<file path="src/src/momentum_quadratic_fit_step_core_defines.svh">
// Assertion macros for the momentum quadratic fit core.
// Used by src/mqf_front.sv and src/mqf_back.sv; expects clk and rst in scope.
`ifndef MOMENTUM_QUADRATIC_FIT_STEP_CORE_DEFINES_SVH
`define MOMENTUM_QUADRATIC_FIT_STEP_CORE_DEFINES_SVH

`ifndef NO_ASSERTIONS

`define MQF_ASSERT_IMP(lbl, ante, cons, msg) \
  lbl: assert property (@(posedge clk) disable iff (rst) (ante) |-> (cons)) else $error(msg);

`define MQF_ASSERT_NXT(lbl, ante, cons, msg) \
  lbl: assert property (@(posedge clk) disable iff (rst) (ante) |=> (cons)) else $error(msg);

`else

`define MQF_ASSERT_IMP(lbl, ante, cons, msg)
`define MQF_ASSERT_NXT(lbl, ante, cons, msg)

`endif

`endif

</file>
<file path="src/src/mqf_pkg.sv">
// Shared types, constants and arithmetic helpers of the momentum quadratic fit core.
// No dependencies; imported by every module of the block.
`default_nettype none

package mqf_pkg;

  localparam int MAX_BATCH = 128;
  localparam int BCW       = $clog2(MAX_BATCH + 1);
  localparam int QDEPTH    = 4;
  localparam int QAW       = $clog2(QDEPTH);
  localparam int QCW       = $clog2(QDEPTH + 1);
  localparam int DIV_STEPS = 48;
  localparam int DCW       = $clog2(DIV_STEPS);

  localparam logic [47:0] LOSS_MAX = 48'hFFFF_FFFF_FFFF;

  localparam int CFG_IW = 3;
  localparam logic [CFG_IW-1:0] REG_INITIAL_A       = 3'd0;
  localparam logic [CFG_IW-1:0] REG_INITIAL_B       = 3'd1;
  localparam logic [CFG_IW-1:0] REG_LEARNING_RATE   = 3'd2;
  localparam logic [CFG_IW-1:0] REG_MOMENTUM        = 3'd3;
  localparam logic [CFG_IW-1:0] REG_STEP_LIMIT      = 3'd4;
  localparam logic [CFG_IW-1:0] REG_PERTURBATION    = 3'd5;
  localparam logic [CFG_IW-1:0] REG_STOP_THRESHOLD  = 3'd6;
  localparam logic [CFG_IW-1:0] REG_ITERATION_LIMIT = 3'd7;

  typedef struct packed {
    logic signed [31:0] initial_a;
    logic signed [31:0] initial_b;
    logic [15:0]        learning_rate;
    logic [15:0]        momentum;
    logic [30:0]        step_limit;
    logic [15:0]        perturbation;
    logic [47:0]        stop_threshold;
    logic [15:0]        iteration_limit;
  } mqf_cfg_t;

  typedef struct packed {
    logic signed [15:0] x;
    logic signed [15:0] y;
    logic               last;
    logic               restart;
  } mqf_item_t;

  typedef struct packed {
    logic signed [31:0] coef_a;
    logic signed [31:0] coef_b;
    logic [47:0]        batch_loss;
    logic               finished;
  } mqf_res_t;

  function automatic logic signed [31:0] sat32(input logic signed [32:0] v);
    logic signed [31:0] r;
    if (v > 33'sh0_7FFF_FFFF) r = 32'sh7FFF_FFFF;
    else if (v < -33'sh0_8000_0000) r = -32'sh8000_0000;
    else r = v[31:0];
    return r;
  endfunction

  // magnitude of a Q.32 residual rounded half up to Q.16
  function automatic logic [47:0] round_mag(input logic signed [63:0] r);
    logic [63:0] m;
    logic [63:0] s;
    m = r[63] ? 64'(-r) : 64'(r);
    s = m + 64'd32768;
    return s[63:16];
  endfunction

  function automatic logic [47:0] sq_to_loss(input logic [63:0] sq, input logic big);
    logic [48:0] q;
    q = {1'b0, sq[63:16]} + {48'd0, sq[15]};
    if (big || q[48]) return LOSS_MAX;
    return q[47:0];
  endfunction

  function automatic logic [47:0] sat_add48(input logic [47:0] a, input logic [47:0] b);
    logic [48:0] s;
    s = {1'b0, a} + {1'b0, b};
    return s[48] ? LOSS_MAX : s[47:0];
  endfunction

  // Q.32 velocity to Q.16, ties away from zero, saturated to 32 bits
  function automatic logic signed [31:0] vel_round(input logic signed [51:0] p);
    logic [51:0]        m;
    logic [51:0]        s;
    logic signed [36:0] r;
    m = p[51] ? 52'(-p) : 52'(p);
    s = m + 52'd32768;
    r = $signed({1'b0, s[51:16]});
    if (p[51]) r = -r;
    if (r > 37'sh0_7FFF_FFFF) return 32'sh7FFF_FFFF;
    if (r < -37'sh0_8000_0000) return -32'sh8000_0000;
    return r[31:0];
  endfunction

endpackage

`default_nettype wire

</file>
<file path="src/src/mqf_front.sv">
// Front end: accepts samples, marks batch ends, and queues them for the back end.
// Depends on mqf_pkg and the assertion macro header.
`default_nettype none
`include "momentum_quadratic_fit_step_core_defines.svh"

module mqf_front
  import mqf_pkg::*;
(
  input  wire logic               clk,
  input  wire logic               rst,
  input  wire logic               push,
  output logic                    full,
  input  wire logic signed [15:0] sample_x,
  input  wire logic signed [15:0] sample_y,
  input  wire logic               last_in_batch,
  input  wire logic               restart,
  output logic                    q_valid,
  output mqf_item_t               q_item,
  input  wire logic               q_pop
);

  mqf_item_t        mem [QDEPTH];
  logic [QAW-1:0]   wr_ptr;
  logic [QAW-1:0]   rd_ptr;
  logic [QCW-1:0]   cnt;
  logic [BCW-1:0]   bcnt;
  logic [BCW-1:0]   bsum;
  logic             wr_en;
  logic             rd_en;
  logic             is_last;

  assign full    = (cnt == QCW'(QDEPTH));
  assign q_valid = (cnt != '0);
  assign q_item  = mem[rd_ptr];
  assign wr_en   = push && !full;
  assign rd_en   = q_pop && q_valid;
  assign bsum    = (restart ? '0 : bcnt) + BCW'(1);
  assign is_last = last_in_batch || (bsum >= BCW'(MAX_BATCH));

  always_ff @(posedge clk) begin
    if (wr_en) begin
      mem[wr_ptr] <= '{x: sample_x, y: sample_y, last: is_last, restart: restart};
    end
  end

  always_ff @(posedge clk) begin
    if (rst) begin
      wr_ptr <= '0;
      rd_ptr <= '0;
      cnt    <= '0;
      bcnt   <= '0;
    end else begin
      if (wr_en) begin
        wr_ptr <= wr_ptr + QAW'(1);
        bcnt   <= is_last ? '0 : bsum;
      end
      if (rd_en) rd_ptr <= rd_ptr + QAW'(1);
      if (wr_en && !rd_en) cnt <= cnt + QCW'(1);
      else if (!wr_en && rd_en) cnt <= cnt - QCW'(1);
    end
  end

  `MQF_ASSERT_IMP(a_cnt_bound, 1'b1, cnt <= QCW'(QDEPTH), "queue count overflow")
  `MQF_ASSERT_IMP(a_bcnt_bound, 1'b1, bcnt < BCW'(MAX_BATCH), "batch count overflow")
  `MQF_ASSERT_NXT(a_cnt_grow, wr_en && !rd_en, cnt == $past(cnt) + QCW'(1), "queue count lost")

endmodule

`default_nettype wire

</file>
<file path="config.mk">
export PLATFORM = sky130hd
export DESIGN_NAME = mqf_front
export DESIGN_NICKNAME = d
export VERILOG_FILES = /design/src/src/mqf_pkg.sv /design/src/src/mqf_front.sv
export VERILOG_INCLUDE_DIRS = /design/src /design/src/src
export SDC_FILE = /design/constraint.sdc
export NUM_CORES = 1
export LEC_CHECK = 0
export BUFFER_PORTS_ARGS = -buffer_cell sky130_fd_sc_hd__buf_4
export CORE_UTILIZATION = 52
export CTS_CLUSTER_DIAMETER = 120
export DETAILED_ROUTE_END_ITERATION = 10
export PLACE_DENSITY_LB_ADDON = 0.1
export SETUP_SLACK_MARGIN = 0.15
export SYNTH_ARGS = -nofsm -noshare
export SYNTH_HDL_FRONTEND = slang
export SYNTH_SLANG_ARGS = --single-unit
export TNS_END_PERCENT = 20
</file>
<file path="constraint.sdc">
create_clock -name clk -period 2.5 [get_ports clk]
set_input_delay 0.125 -clock clk [delete_from_list [all_inputs] [get_ports clk]]
set_output_delay 0.125 -clock clk [all_outputs]
set_load 0.03 [all_outputs]
</file>
=== Word level (Yosys, flattened, before mapping) ===
Memories as Yosys holds them, arrays and structs flattened. A register that Yosys moved wholly into a read port is not among the register bits.
Cells that the tools add are included.

* Bits in registers: 15
* Bits in writable memories: 136
* Memories kept: 1

* Add/subtract/negate cells: 5
* $lt $le $gt $ge: 1
* Eq/ne operators: 1
* Mux-type cells: 8
* Reductions and logical operators: 10

{| class="wikitable"
|+ Memories
! memory !! words !! width !! read ports !! clocked after Yosys merged registers in !! write ports !! RTL line !! text
|-
| mem || 4 || 34 || 1 || 1 || 1 || mqf_front.sv:22 || <nowiki>mqf_item_t mem [QDEPTH];</nowiki>
|}

{| class="wikitable"
|+ Operator list
! cell !! number
|-
| 2-to-1 mux 8 bit || 2
|-
| adder 8 x 1 -> 8 bit, second input constant || 1
|-
| >= comparator 8 bit, second input constant || 1
|-
| 2-to-1 mux 3 bit || 2
|-
| adder 2 x 1 -> 2 bit, second input constant || 2
|-
| logical AND 1 bit || 4
|-
| 2-to-1 mux 2 bit || 2
|-
| adder 3 x 1 -> 3 bit, second input constant || 1
|-
| == test 3 bit, second input constant || 1
|-
| zero test 1 bit || 3
|-
| nonzero test 3 bit || 1
|-
| subtractor 3 x 1 -> 3 bit, second input constant || 1
|-
| 2-to-1 mux 1 bit || 2
|-
| nonzero test 2 bit || 1
|-
| logical OR 1 bit || 1
|}

=== Longest topological paths before layout ===
Gate-level depths: netlist (run 1).

* Word-level depth: 7
* Gate-level depth with buffers: 11
* Mapped depth without buffers: 9

=== Worst setup path after synthesis (run 1) ===
OpenSTA, ideal clock, no wires.

* Path kind: reg-to-reg
* Start: register cnt[0]
* End: register cnt[2]
* Arrival time: 2774 ps
* Required time: 2430 ps
* Path slack: -344 ps
* Stages on the path, launching flop included: 12
* Buffers on the path: 2
* Clock period less this slack: 2844 ps
* Cell sequence: dfxtp_1 nor3b_1 nand2b_1 clkbuf_1 inv_1 clkbuf_1 ha_1 inv_1 fa_1 xor2_1 or3_1 a21oi_1

* Word-level cells in the longest chain between the ends: 6
* Elaborated cells on any way between the ends: 14
* Those cells by class: add/sub (2); eq/ne (1); mux (2); reduce/logical (9)

{| class="wikitable"
|+ RTL lines
! element !! RTL line !! text
|-
| from (decl) || mqf_front.sv:25 || <nowiki>logic [QCW-1:0] cnt;</nowiki>
|-
| from (signal assigned) || mqf_front.sv:58 || <nowiki>if (wr_en && !rd_en) cnt <= cnt + QCW'(1);</nowiki>
|-
| from (signal assigned) || mqf_front.sv:59 || <nowiki>else if (!wr_en && rd_en) cnt <= cnt - QCW'(1);</nowiki>
|-
| == test 3 bit * || mqf_front.sv:32 || <nowiki>assign full = (cnt == QCW'(QDEPTH));</nowiki>
|-
| via full || mqf_front.sv:12 || <nowiki>output logic full,</nowiki>
|-
| zero test 1 bit * || mqf_front.sv:35 || <nowiki>assign wr_en = push && !full;</nowiki>
|-
| logical AND 1 bit * || mqf_front.sv:35 ||
|-
| via wr_en || mqf_front.sv:28 || <nowiki>logic wr_en;</nowiki>
|-
| zero test 1 bit || mqf_front.sv:59 ||
|-
| logical AND 1 bit || mqf_front.sv:59 ||
|-
| nonzero test 2 bit (no source line) || -- ||
|}

Mark *: on every way through the listed nets, which the timed path passes. The rest lies on a longest branch. The select of a mux whose other input is x is not followed.
A chain may end at the register's enable or synchronous reset.

==> results of run 1 <==
## registers in the layout, indices dropped and copies added, names as in the netlist, named ones only
| name | flops |
|---|---|
| bcnt | 8 |
| cnt | 3 |
| mem | 136 |
| rd_ptr | 2 |
| wr_ptr | 2 |
## tightest hold or removal path, stage by stage
cell and delay (ns):
buf_4 0.09, nor3_1 0.05, a31oi_1 0.16, mux2i_1 0.08
## logic make-up after synthesis
logic type | share of synthesized area (%)
multiplexers | 13.5
AND/OR/NAND/NOR | 4.76
AO/OA/AOI/OAI | 1.76
buffers and inverters | 1.56
flip-flops | 75.8
XOR/XNOR | 1.05
adder cells (fa/ha/maj) | 1.63
## timing repair
action / 4_1_cts / 5_1_grt
hold buffers: 35 / 0
hold endpoints to repair: 146 / 0
resized for setup: 0 / 1
setup endpoints to repair: 0 / 7
## power by group through the flow
stage          combinational, mW  sequential, mW  clock, mW
2_1_floorplan               1.51            3.21          0
3_3_place_gp                2.21            3.30          0
3_5_place_dp                2.22            3.32          0
4_1_cts                     2.27            3.27       2.56
5_1_grt                     2.39            3.30       2.66
6_report                    2.24            3.26       2.50
## routing by layer
metal  up-vias  global-route usage [%]
met2        66                    30.3
met3        10                    5.18
met1      1529                    24.3
met5         -                       0
met4         0                    7.05
li1       1418                       -
## worst paths after layout
kind                      start          to  slack (ns)  depth (start not counted)
hold / removal    last_in_batch     bcnt[4]        0.05                          4
setup reg to reg         cnt[0]      cnt[2]        0.31                          8
hold reg to reg       wr_ptr[1]   wr_ptr[1]        0.50                          2
setup / recovery           flop  q_item[28]        0.24                          3
## cell type report
class / instances / area share (%)
repair buffers: 117 / 13.9
multi-input cells: 117 / 17.6
flip-flops and latches: 153 / 58.3
clock inverters: 10 / 2.01
clock buffers: 20 / 5.60
well taps: 140 / 2.30
inverters: 7 / 0.346
## cell usage in the layout (no fill, tap or decap), types with 6 or more instances in the layout
master,instances
edfxtp_1,136
clkbuf_16,16
mux4_2,34
inv_1,7
a21oi_1,7
nand2_1,10
buf_12,7
dfxtp_1,14
nor2_1,10
buf_4,75
dlygate4sd3_1,35
ha_1,6
## through the flow
stage | cell area, um^2 | hold WS [ns] | util, % | cells | setup WS [ns]
CTS | 7600 | 0.0111 | 69.8 | 564 | 0.176
floorplan | 5850 | 0.224 | - | 291 | 0.0338
global placement | 6670 | 0.325 | 61.3 | 499 | 0.364
detailed placement | 6670 | 0.328 | 61.3 | 499 | 0.316
global route | 7600 | 0.0346 | 69.8 | 564 | 0.128
finish | 7600 | 0.0483 | 69.8 | 564 | 0.242
==> impl_metrics.yaml, run 1 <==
run_status:
  outcome: "completed"
grt:
  grt_max_degree: 35
  gr-usage-all-layers_pct: 18.7
  grt_pass1_vias: 3058
  grt_pass1_wl_mm: 15.6
  gr-total-overflow: 0
  antenna_found_initial: 0
sta:
  fin_skew_ns: 0.00866
  setup_violations: 0
  rsz0062_at_grt: "yes"
  fmax_mhz: 443
  worst_slew_pin_slew_ns: 0.531
  fin_tns_setup_ns: 0
  drv_slew: 0
  max_slew_margin_pct: 64.6
  hold_violations: 0
  period_share_pct: 90.3
  post-route-min-period_ns: 2.26
critical_path:
  crit_family: "flip-flops"
  worstSetupPathType: "reg -> out"
  cp_num_buf_inv: 2
  cp_max_fo: 13
  cp.required_ns: 2.38
  cpPeakStageDelay_ns: 0.65
  worstPathCellList: "buf_12 -> mux4_2 -> buf_4"
  worstSetupStartpointType: "flop"
  cp.arrival_ns: 2.13
  crit_path_top_delay_cell: "dfxtp_2"
  endpoint_kind: "output pin"
cts:
  cts_tree: "yes"
  clockBufferDepth: 2
  clock_sinks: 153
  clk-insertion-delay-late_ns: 0.51
  root_buffer: "clkbuf_8"
  cts_buffers: 17
  clkTransAtPathRegs_ns: 0.06
  cts_setup_buffers: 0
  cts.htree.levels: 4
synth:
  ys_ff_latch: 153
  yosysWarnings: 0
  ys.flop_type: "edfxtp_1"
  synthTopCellsByCount: "edfxtp_1, mux4_2, dfxtp_1, nand2_1, nor2_1"
  avgSynthCellArea_um2: 20.1
  post-synth-top-area-fraction_pct: 70.0
  synth_most_common_cell: "edfxtp_1"
  syn_area_mm2: 0.00584
  syn_inst: 291
  synth_area_leaders: "edfxtp_1, mux4_2, dfxtp_1, ha_1, nand2_1"
  yosysSeqAreaShare_pct: 75.8
  yosysTopAreaCell: "edfxtp_1"
  ys_types: 36
  async_flop_share_pct: 0
  syn_nets: 336
  synth_edf_count: 136
power:
  p_int_mw: 5.73
  p_seq_share_pct: 40.8
  p_leak_nw: 2.62
  power.share.clock_pct: 31.2
  swShare_pct: 28.4
  power_density_mw_per_mm2: 1050
  total_power_mw: 8.00
  power_frac_comb_pct: 28.0
  p_sw_mw: 2.27
  peakVddDrop_mv: 0.581
floorplan:
  fp.dieH_um: 108
  start_util_pct: 53.6
  die-area_mm2: 0.0117
  coreArea_mm2: 0.0109
  rows: 38
  io-pin-count: 74
  die_x_um: 108
layout:
  n_antenna_cell: 0
  drive_gt1_share_pct: 35.1
  fillers: 679
  nNetsFinal: 458
  regArea_mm2: 0.00443
  multi_input_area_mm2: 0.00134
  syn2layout_area_growth_pct: 30.2
routing:
  maxUsedRoutingLayer: "met4"
  wl_met1_mm: 4.48
  routed_wl_mm: 10.1
  dr_wl_met3_um: 357
  ant_nets: 0
  drtPass1Iterations: 4
  drt-initial-drc-count: 114
  drc: 0
  num_vias: 3023
  vias_per_cell: 5.36
  avgRoutedWirePerCell_um: 17.8
  dr_wl_met2_mm: 5.13
place:
  dpl.hpwl_mm: 5.67
  gp_congestion: 0.825
  portBuffers: 73
hold_path:
  hold_class: "in -> reg"
flow_run:
  drv_cap: 0
Note: power is estimated with default switching activity, not from simulation.
==> inputs of run 2 (changes only) <==
--- a/config.mk
+++ b/config.mk
@@ -6,6 +6,7 @@
 export SDC_FILE = /design/constraint.sdc
 export NUM_CORES = 1
 export LEC_CHECK = 0
+export ABC_AREA = 1
 export BUFFER_PORTS_ARGS = -buffer_cell sky130_fd_sc_hd__buf_4
 export CORE_UTILIZATION = 52
 export CTS_CLUSTER_DIAMETER = 120
==> run 2 against run 1 <==
Final cell count up 30%. Die area is 2.7% higher. Sequential power shrank 3%. Count of clock-buffer cells in the layout is the same. Wire length up 18%. Worst hold slack better by 0.066 ns. Clock skew fell by 0.00064 ns. Sequential cell count did not move. Critical path depth rose by 1. Utilization is 0.41 points lower. Sequential share of layout area fell by 0.44 points.
==> impl_metrics.yaml, run 2 <==
grt:
  grt_pass1_vias: 3843
  grt_pass1_wl_mm: 18.7
  antenna_found_initial: 0
  gr-usage-all-layers_pct: 21.4
  gr-total-overflow: 0
  grt_max_degree: 69
synth:
  ys_types: 25
  ys.flop_type: "edfxtp_1"
  syn_area_mm2: 0.00600
  syn_inst: 472
  yosysSeqAreaShare_pct: 73.7
  synthTopCellsByCount: "edfxtp_1, nor2_1, o21ai_0, o22ai_1, inv_1"
  async_flop_share_pct: 0
  yosysTopAreaCell: "edfxtp_1"
  syn_nets: 517
  yosysWarnings: 0
  avgSynthCellArea_um2: 12.7
  synth_most_common_cell: "edfxtp_1"
  synth_area_leaders: "edfxtp_1, o21ai_0, dfxtp_1, nor2_1, o22ai_1"
  synth_edf_count: 136
  ys_ff_latch: 153
  post-synth-top-area-fraction_pct: 68.1
sta:
  worst_slack_ns: 0.437
  hold_violations: 0
  period_share_pct: 82.5
  drv_slew: 0
  post-route-min-period_ns: 2.06
  setup_violations: 0
  fmax_mhz: 485
  worst_slew_pin_slew_ns: 0.657
  rsz0062_at_grt: "no"
  fin_tns_setup_ns: 0
  max_slew_margin_pct: 56.2
  fin_skew_ns: 0.00802
power:
  power_frac_comb_pct: 28.6
  p_sw_mw: 2.46
  p_leak_nw: 2.80
  power.share.clock_pct: 30.4
  power_density_mw_per_mm2: 1010
  swShare_pct: 31.8
  p_seq_share_pct: 41.0
  peakVddDrop_mv: 0.513
  p_int_mw: 5.27
place:
  dpl-instance-area_mm2: 0.00677
  place_ws_ns: 0.394
  dpl.hpwl_mm: 6.71
  portBuffers: 73
  gp_congestion: 0.833
layout:
  nNetsFinal: 628
  final_cell_mix: "edfxtp_1, nor2_1, buf_4, o21ai_0"
  largestRegisters: "mem (136), bcnt (8), cnt (3)"
  final_common_cell: "edfxtp_1"
  largest_reg_flops: 136
  fillers: 788
  syn2layout_area_growth_pct: 27.5
  drive_gt1_share_pct: 21.0
  n_antenna_cell: 0
  finish.instance_area_mm2: 0.00765
  regMostFlops: "mem"
cts:
  clockBufferDepth: 2
  clock_sinks: 153
  cts.htree.levels: 4
  clkTransAtPathRegs_ns: 0.06
  clk-insertion-delay-late_ns: 0.41
  cts_buffers: 17
  root_buffer: "clkbuf_16"
  cts_setup_buffers: 0
  cts_tree: "yes"
floorplan:
  die_x_um: 109
  fp.dieH_um: 109
  die-area_mm2: 0.0120
  io-pin-count: 74
  start_util_pct: 54.4
  rows: 38
  coreArea_mm2: 0.0110
critical_path:
  worstSetupStartpointType: "flop"
  cp_common_cell: "buf_4"
  cp.required_ns: 2.38
  cp_max_fo: 68
  cp.arrival_ns: 1.94
  worstPathCellList: "buf_4 -> o21ai_0 -> o22ai_1 -> buf_4"
  crit_path_top_delay_cell: "buf_4"
  crit_family: "buffers and inverters"
  endpoint_kind: "output pin"
  cpPeakStageDelay_ns: 0.52
  worstSetupPathType: "reg -> out"
  cp_num_buf_inv: 2
routing:
  ant_nets: 0
  vias_per_cell: 5.42
  avgRoutedWirePerCell_um: 16.2
  routed_wl_mm: 11.9
  num_vias: 3987
  drtPass1Iterations: 5
  drt-initial-drc-count: 197
  drc: 0
flow_run:
  drv_cap: 0
run_status:
  outcome: "completed"
hold_path:
  hold_class: "in -> reg"
-- run 2: path summary, 6_finish.rpt --
path,cells past startpoint,slack (ns),to,start
setup / recovery,4,0.44,q_item[30],flop
hold / removal,3,0.11,flop,q_pop
setup reg to reg,11,0.46,cnt[2],cnt[1]
hold reg to reg,2,0.45,bcnt[7],bcnt[7]
-- run 2: power groups by stage --
| stage | Sequential [mW] | Clock, mW | Combinational [mW] |
|---|---|---|---|
| 6_report | 3.17 | 2.35 | 2.21 |
| 2_1_floorplan | 3.21 | 0 | 1.37 |
| 4_1_cts | 3.17 | 2.39 | 2.23 |
| 3_5_place_dp | 3.22 | 0 | 2.18 |
| 3_3_place_gp | 3.21 | 0 | 2.15 |
| 5_1_grt | 3.19 | 2.50 | 2.41 |
-- run 2: through the flow --
| stage | hold slack, ns | cells | util, % | power (mW) |
|---|---|---|---|---|
| 3_3_place_gp | 0.326 | 670 | 61.4 | 5.35 |
| 4_1_cts | 0.0985 | 735 | 69.4 | 7.79 |
| 3_5_place_dp | 0.328 | 670 | 61.4 | 5.40 |
| 6_report | 0.115 | 735 | 69.4 | 7.73 |
| 5_1_grt | 0.137 | 735 | 69.4 | 8.10 |
| 2_1_floorplan | 0.194 | 472 | - | 4.58 |
-- run 2: kinds of logic (layout without fill, tap and decap cells) --
| kind of cell | Yosys count | count (layout) | share of synthesized area, % |
|---|---|---|---|
| flip-flops | 153 | 153 | 73.7 |
| AND/OR/NAND/NOR | 130 | 130 | 9.67 |
| adder cells (fa/ha/maj) | 7 | 7 | 1.58 |
| buffers and inverters | 53 | 176 | 3.54 |
| AO/OA/AOI/OAI | 129 | 129 | 11.5 |
-- run 2: final cells by class --
cell class | count | area, um^2 | area share [%]
clock buffer | 20 | 437 | 5.71
clock inverter | 11 | 105 | 1.37
inverter | 29 | 111 | 1.45
multi-input combinational | 266 | 1390 | 18.2
sequential | 153 | 4430 | 57.8
tap | 140 | 175 | 2.29
timing repair buffer | 116 | 1010 | 13.1
-- run 2: per-layer routing --
metal | wire, um | track usage [%] | vias up
met5 | 0 | 0 | -
met2 | 5770 | 34.4 | 107
met4 | 158 | 8.48 | 0
met1 | 5430 | 28.5 | 1933
met3 | 561 | 4.86 | 14
li1 | - | - | 1933
-- run 2: what timing repair did --
action,CTS,global route
setup endpoints to repair,0,1
hold endpoints to repair,136,0
hold buffers,34,0
resized for setup,0,1
-- run 2: worst min-delay path, cell delays in order --
cell     delay (ns)
buf_4          0.07
and2_1         0.19
a21oi_1        0.09
==> inputs of run 3 (changes only) <==
--- a/config.mk
+++ b/config.mk
@@ -6,9 +6,9 @@
 export SDC_FILE = /design/constraint.sdc
 export NUM_CORES = 1
 export LEC_CHECK = 0
-export ABC_AREA = 1
+export ABC_AREA = 0
 export BUFFER_PORTS_ARGS = -buffer_cell sky130_fd_sc_hd__buf_4
-export CORE_UTILIZATION = 52
+export CORE_UTILIZATION = 55
 export CTS_CLUSTER_DIAMETER = 120
 export DETAILED_ROUTE_END_ITERATION = 10
 export PLACE_DENSITY_LB_ADDON = 0.1
==> constraint.sdc (replaced) <==
create_clock -name clk -period 1.9 [get_ports clk]
set_input_delay 0.095 -clock clk [delete_from_list [all_inputs] [get_ports clk]]
set_output_delay 0.095 -clock clk [all_outputs]
set_load 0.03 [all_outputs]
==> run 3 against run 2 <==
The flow now finishes with violations (setup timing). Via count fell by 21%. Die area fell by 7.9%. Sequential cell count did not move. Non-clock buffer count rose by 24. Critical path depth rose by 4. Register-to-register slack got worse by 0.54 ns. Utilization rose by 8.5 points. Combinational power rose by 68%. Worst hold slack got worse by 0.074 ns. Sequential power rose by 33%. Sequential share of layout area fell by 2.5 points. Final cell count fell by 20%. Critical endpoint is now cnt[2].
==> impl_metrics.yaml, run 3 (synthesis results as in run 1) <==
run_status:
  outcome: "finished with violations"
  violations: "setup timing"
power:
  p_leak_nw: 2.80
  total_power_mw: 10.9
  peakVddDrop_mv: 0.821
  power_density_mw_per_mm2: 1360
layout:
  nNetsFinal: 481
  n_antenna_cell: 0
  fillers: 557
  drive_gt1_share_pct: 44.8
  final_cell_mix: "edfxtp_1, buf_4, buf_6, dlygate4sd3_1, mux4_2"
  largestRegisters: "mem (136), bcnt (8), cnt (3)"
  finish.instance_area_mm2: 0.00804
  regMostFlops: "mem"
  syn2layout_area_growth_pct: 37.7
  largest_reg_flops: 136
  final_common_cell: "edfxtp_1"
floorplan:
  coreArea_mm2: 0.0103
  die_x_um: 105
  fp.dieH_um: 105
  rows: 37
  die-area_mm2: 0.0110
  io-pin-count: 74
  start_util_pct: 56.6
cts:
  cts_tree: "yes"
  clk-insertion-delay-late_ns: 0.52
  clock_sinks: 153
  clockBufferDepth: 2
  clkTransAtPathRegs_ns: 0.06
  root_buffer: "clkbuf_8"
  cts.htree.levels: 4
  cts_buffers: 17
routing:
  vias_per_cell: 5.40
  avgRoutedWirePerCell_um: 18.5
  wl_met1_mm: 4.52
  ant_nets: 0
  drc: 0
  num_vias: 3158
  drt-initial-drc-count: 158
  dr_wl_met3_um: 575
  maxUsedRoutingLayer: "met4"
  dr_wl_met2_mm: 5.65
  drtPass1Iterations: 5
  routed_wl_mm: 10.9
sta:
  whs_ns: 0.0403
  setup_violations: 32
  post-route-min-period_ns: 1.98
  period_share_pct: 104
  hold_violations: 0
  fin_skew_ns: 0.00613
  worst_slack_ns: -0.0765
  drv_slew: 0
  worst_slew_pin_slew_ns: 0.321
  fmax_mhz: 506
  max_slew_margin_pct: 78.4
  fin_tns_setup_ns: -1.29
  rsz0062_at_grt: "yes"
place:
  portBuffers: 73
  dpl-instance-area_mm2: 0.00679
  gp_congestion: 0.744
  dpl.hpwl_mm: 5.91
  place_ws_ns: -0.124
critical_path:
  cp.required_ns: 2.35
  worstSetupStartpointType: "flop"
  endpoint_kind: "flop"
  cp_max_fo: 2
  cp.arrival_ns: 2.43
  worstSetupPathType: "reg -> reg"
grt:
  antenna_found_initial: 0
  grt_pass1_vias: 3298
  gr-usage-all-layers_pct: 20.9
  gr-total-overflow: 0
  grt_pass1_wl_mm: 16.6
  grt_max_degree: 35
flow_run:
  drv_cap: 0
hold_path:
  hold_class: "in -> reg"
==> run 3: cell types whose count changed in the layout (fill, tap and decap cells not counted), sizes merged, moves of 6 or more <==
cell,before,now
o22ai,34,0
nand2,24,10
buf,82,102
o21ai,80,4
inv,30,12
nand3,9,3
a21oi,15,7
nor2,89,10
mux4,0,34
==> run 3: layer usage <==
layer  GRT usage (%)  vias up
met2            35.1      101
met1            26.2     1580
met5               0        -
li1                -     1467
met3            5.86       10
met4            7.24        0
==> run 3: final timing paths <==
check,start,end,slack [ns],cells past startpoint
setup / recovery,cnt[2],cnt[2],-0.08,8
hold / removal,push,bcnt[2],0.04,5
setup reg to reg,cnt[2],cnt[2],-0.08,8
hold reg to reg,bcnt[4],bcnt[4],0.49,1
==> run 3: what timing repair did <==
| item | 4_1_cts | 5_1_grt |
|---|---|---|
| hold buffers | 36 | 0 |
| pin swaps | 16 | 10 |
| setup buffers | 0 | 4 |
| endpoints found under the setup margin | 73 | 100 |
| cloned | 2 | 2 |
| gates resized for setup | 57 | 10 |
| endpoints found under the hold margin | 147 | 0 |
==> run 3: area by class of cell <==
cell class	count	area, um^2	area share (%)
sequential	153	4450	55.3
timing repair buffer	140	1450	18.0
multi-input combinational	117	1420	17.6
clock buffer	17	414	5.15
tap	136	170	2.12
clock inverter	15	118	1.46
inverter	7	28.8	0.358
==> run 3: report_power, final <==
group | switching (mW) | internal, mW | total [mW]
clock | 1.33 | 1.62 | 2.95
sequential | 0.153 | 4.08 | 4.23
combinational | 1.85 | 1.87 | 3.72
total | 3.33 | 7.57 | 10.9
==> run 3: stage by stage <==
stage / utilization [%] / cells
after floorplan: - / 291
after global placement: 65.8 / 509
after detailed placement: 65.8 / 509
after CTS: 76.8 / 579
after global routing: 77.9 / 585
final: 77.9 / 585
==> run 3: worst max-delay path: stages (launching register included) <==
cell     delay [ns]
dfxtp_1        0.31
or3_4          0.40
nand2_4        0.09
ha_4           0.14
inv_2          0.04
fa_2           0.34
xor2_1         0.16
or3_1          0.32
a21oi_1        0.12
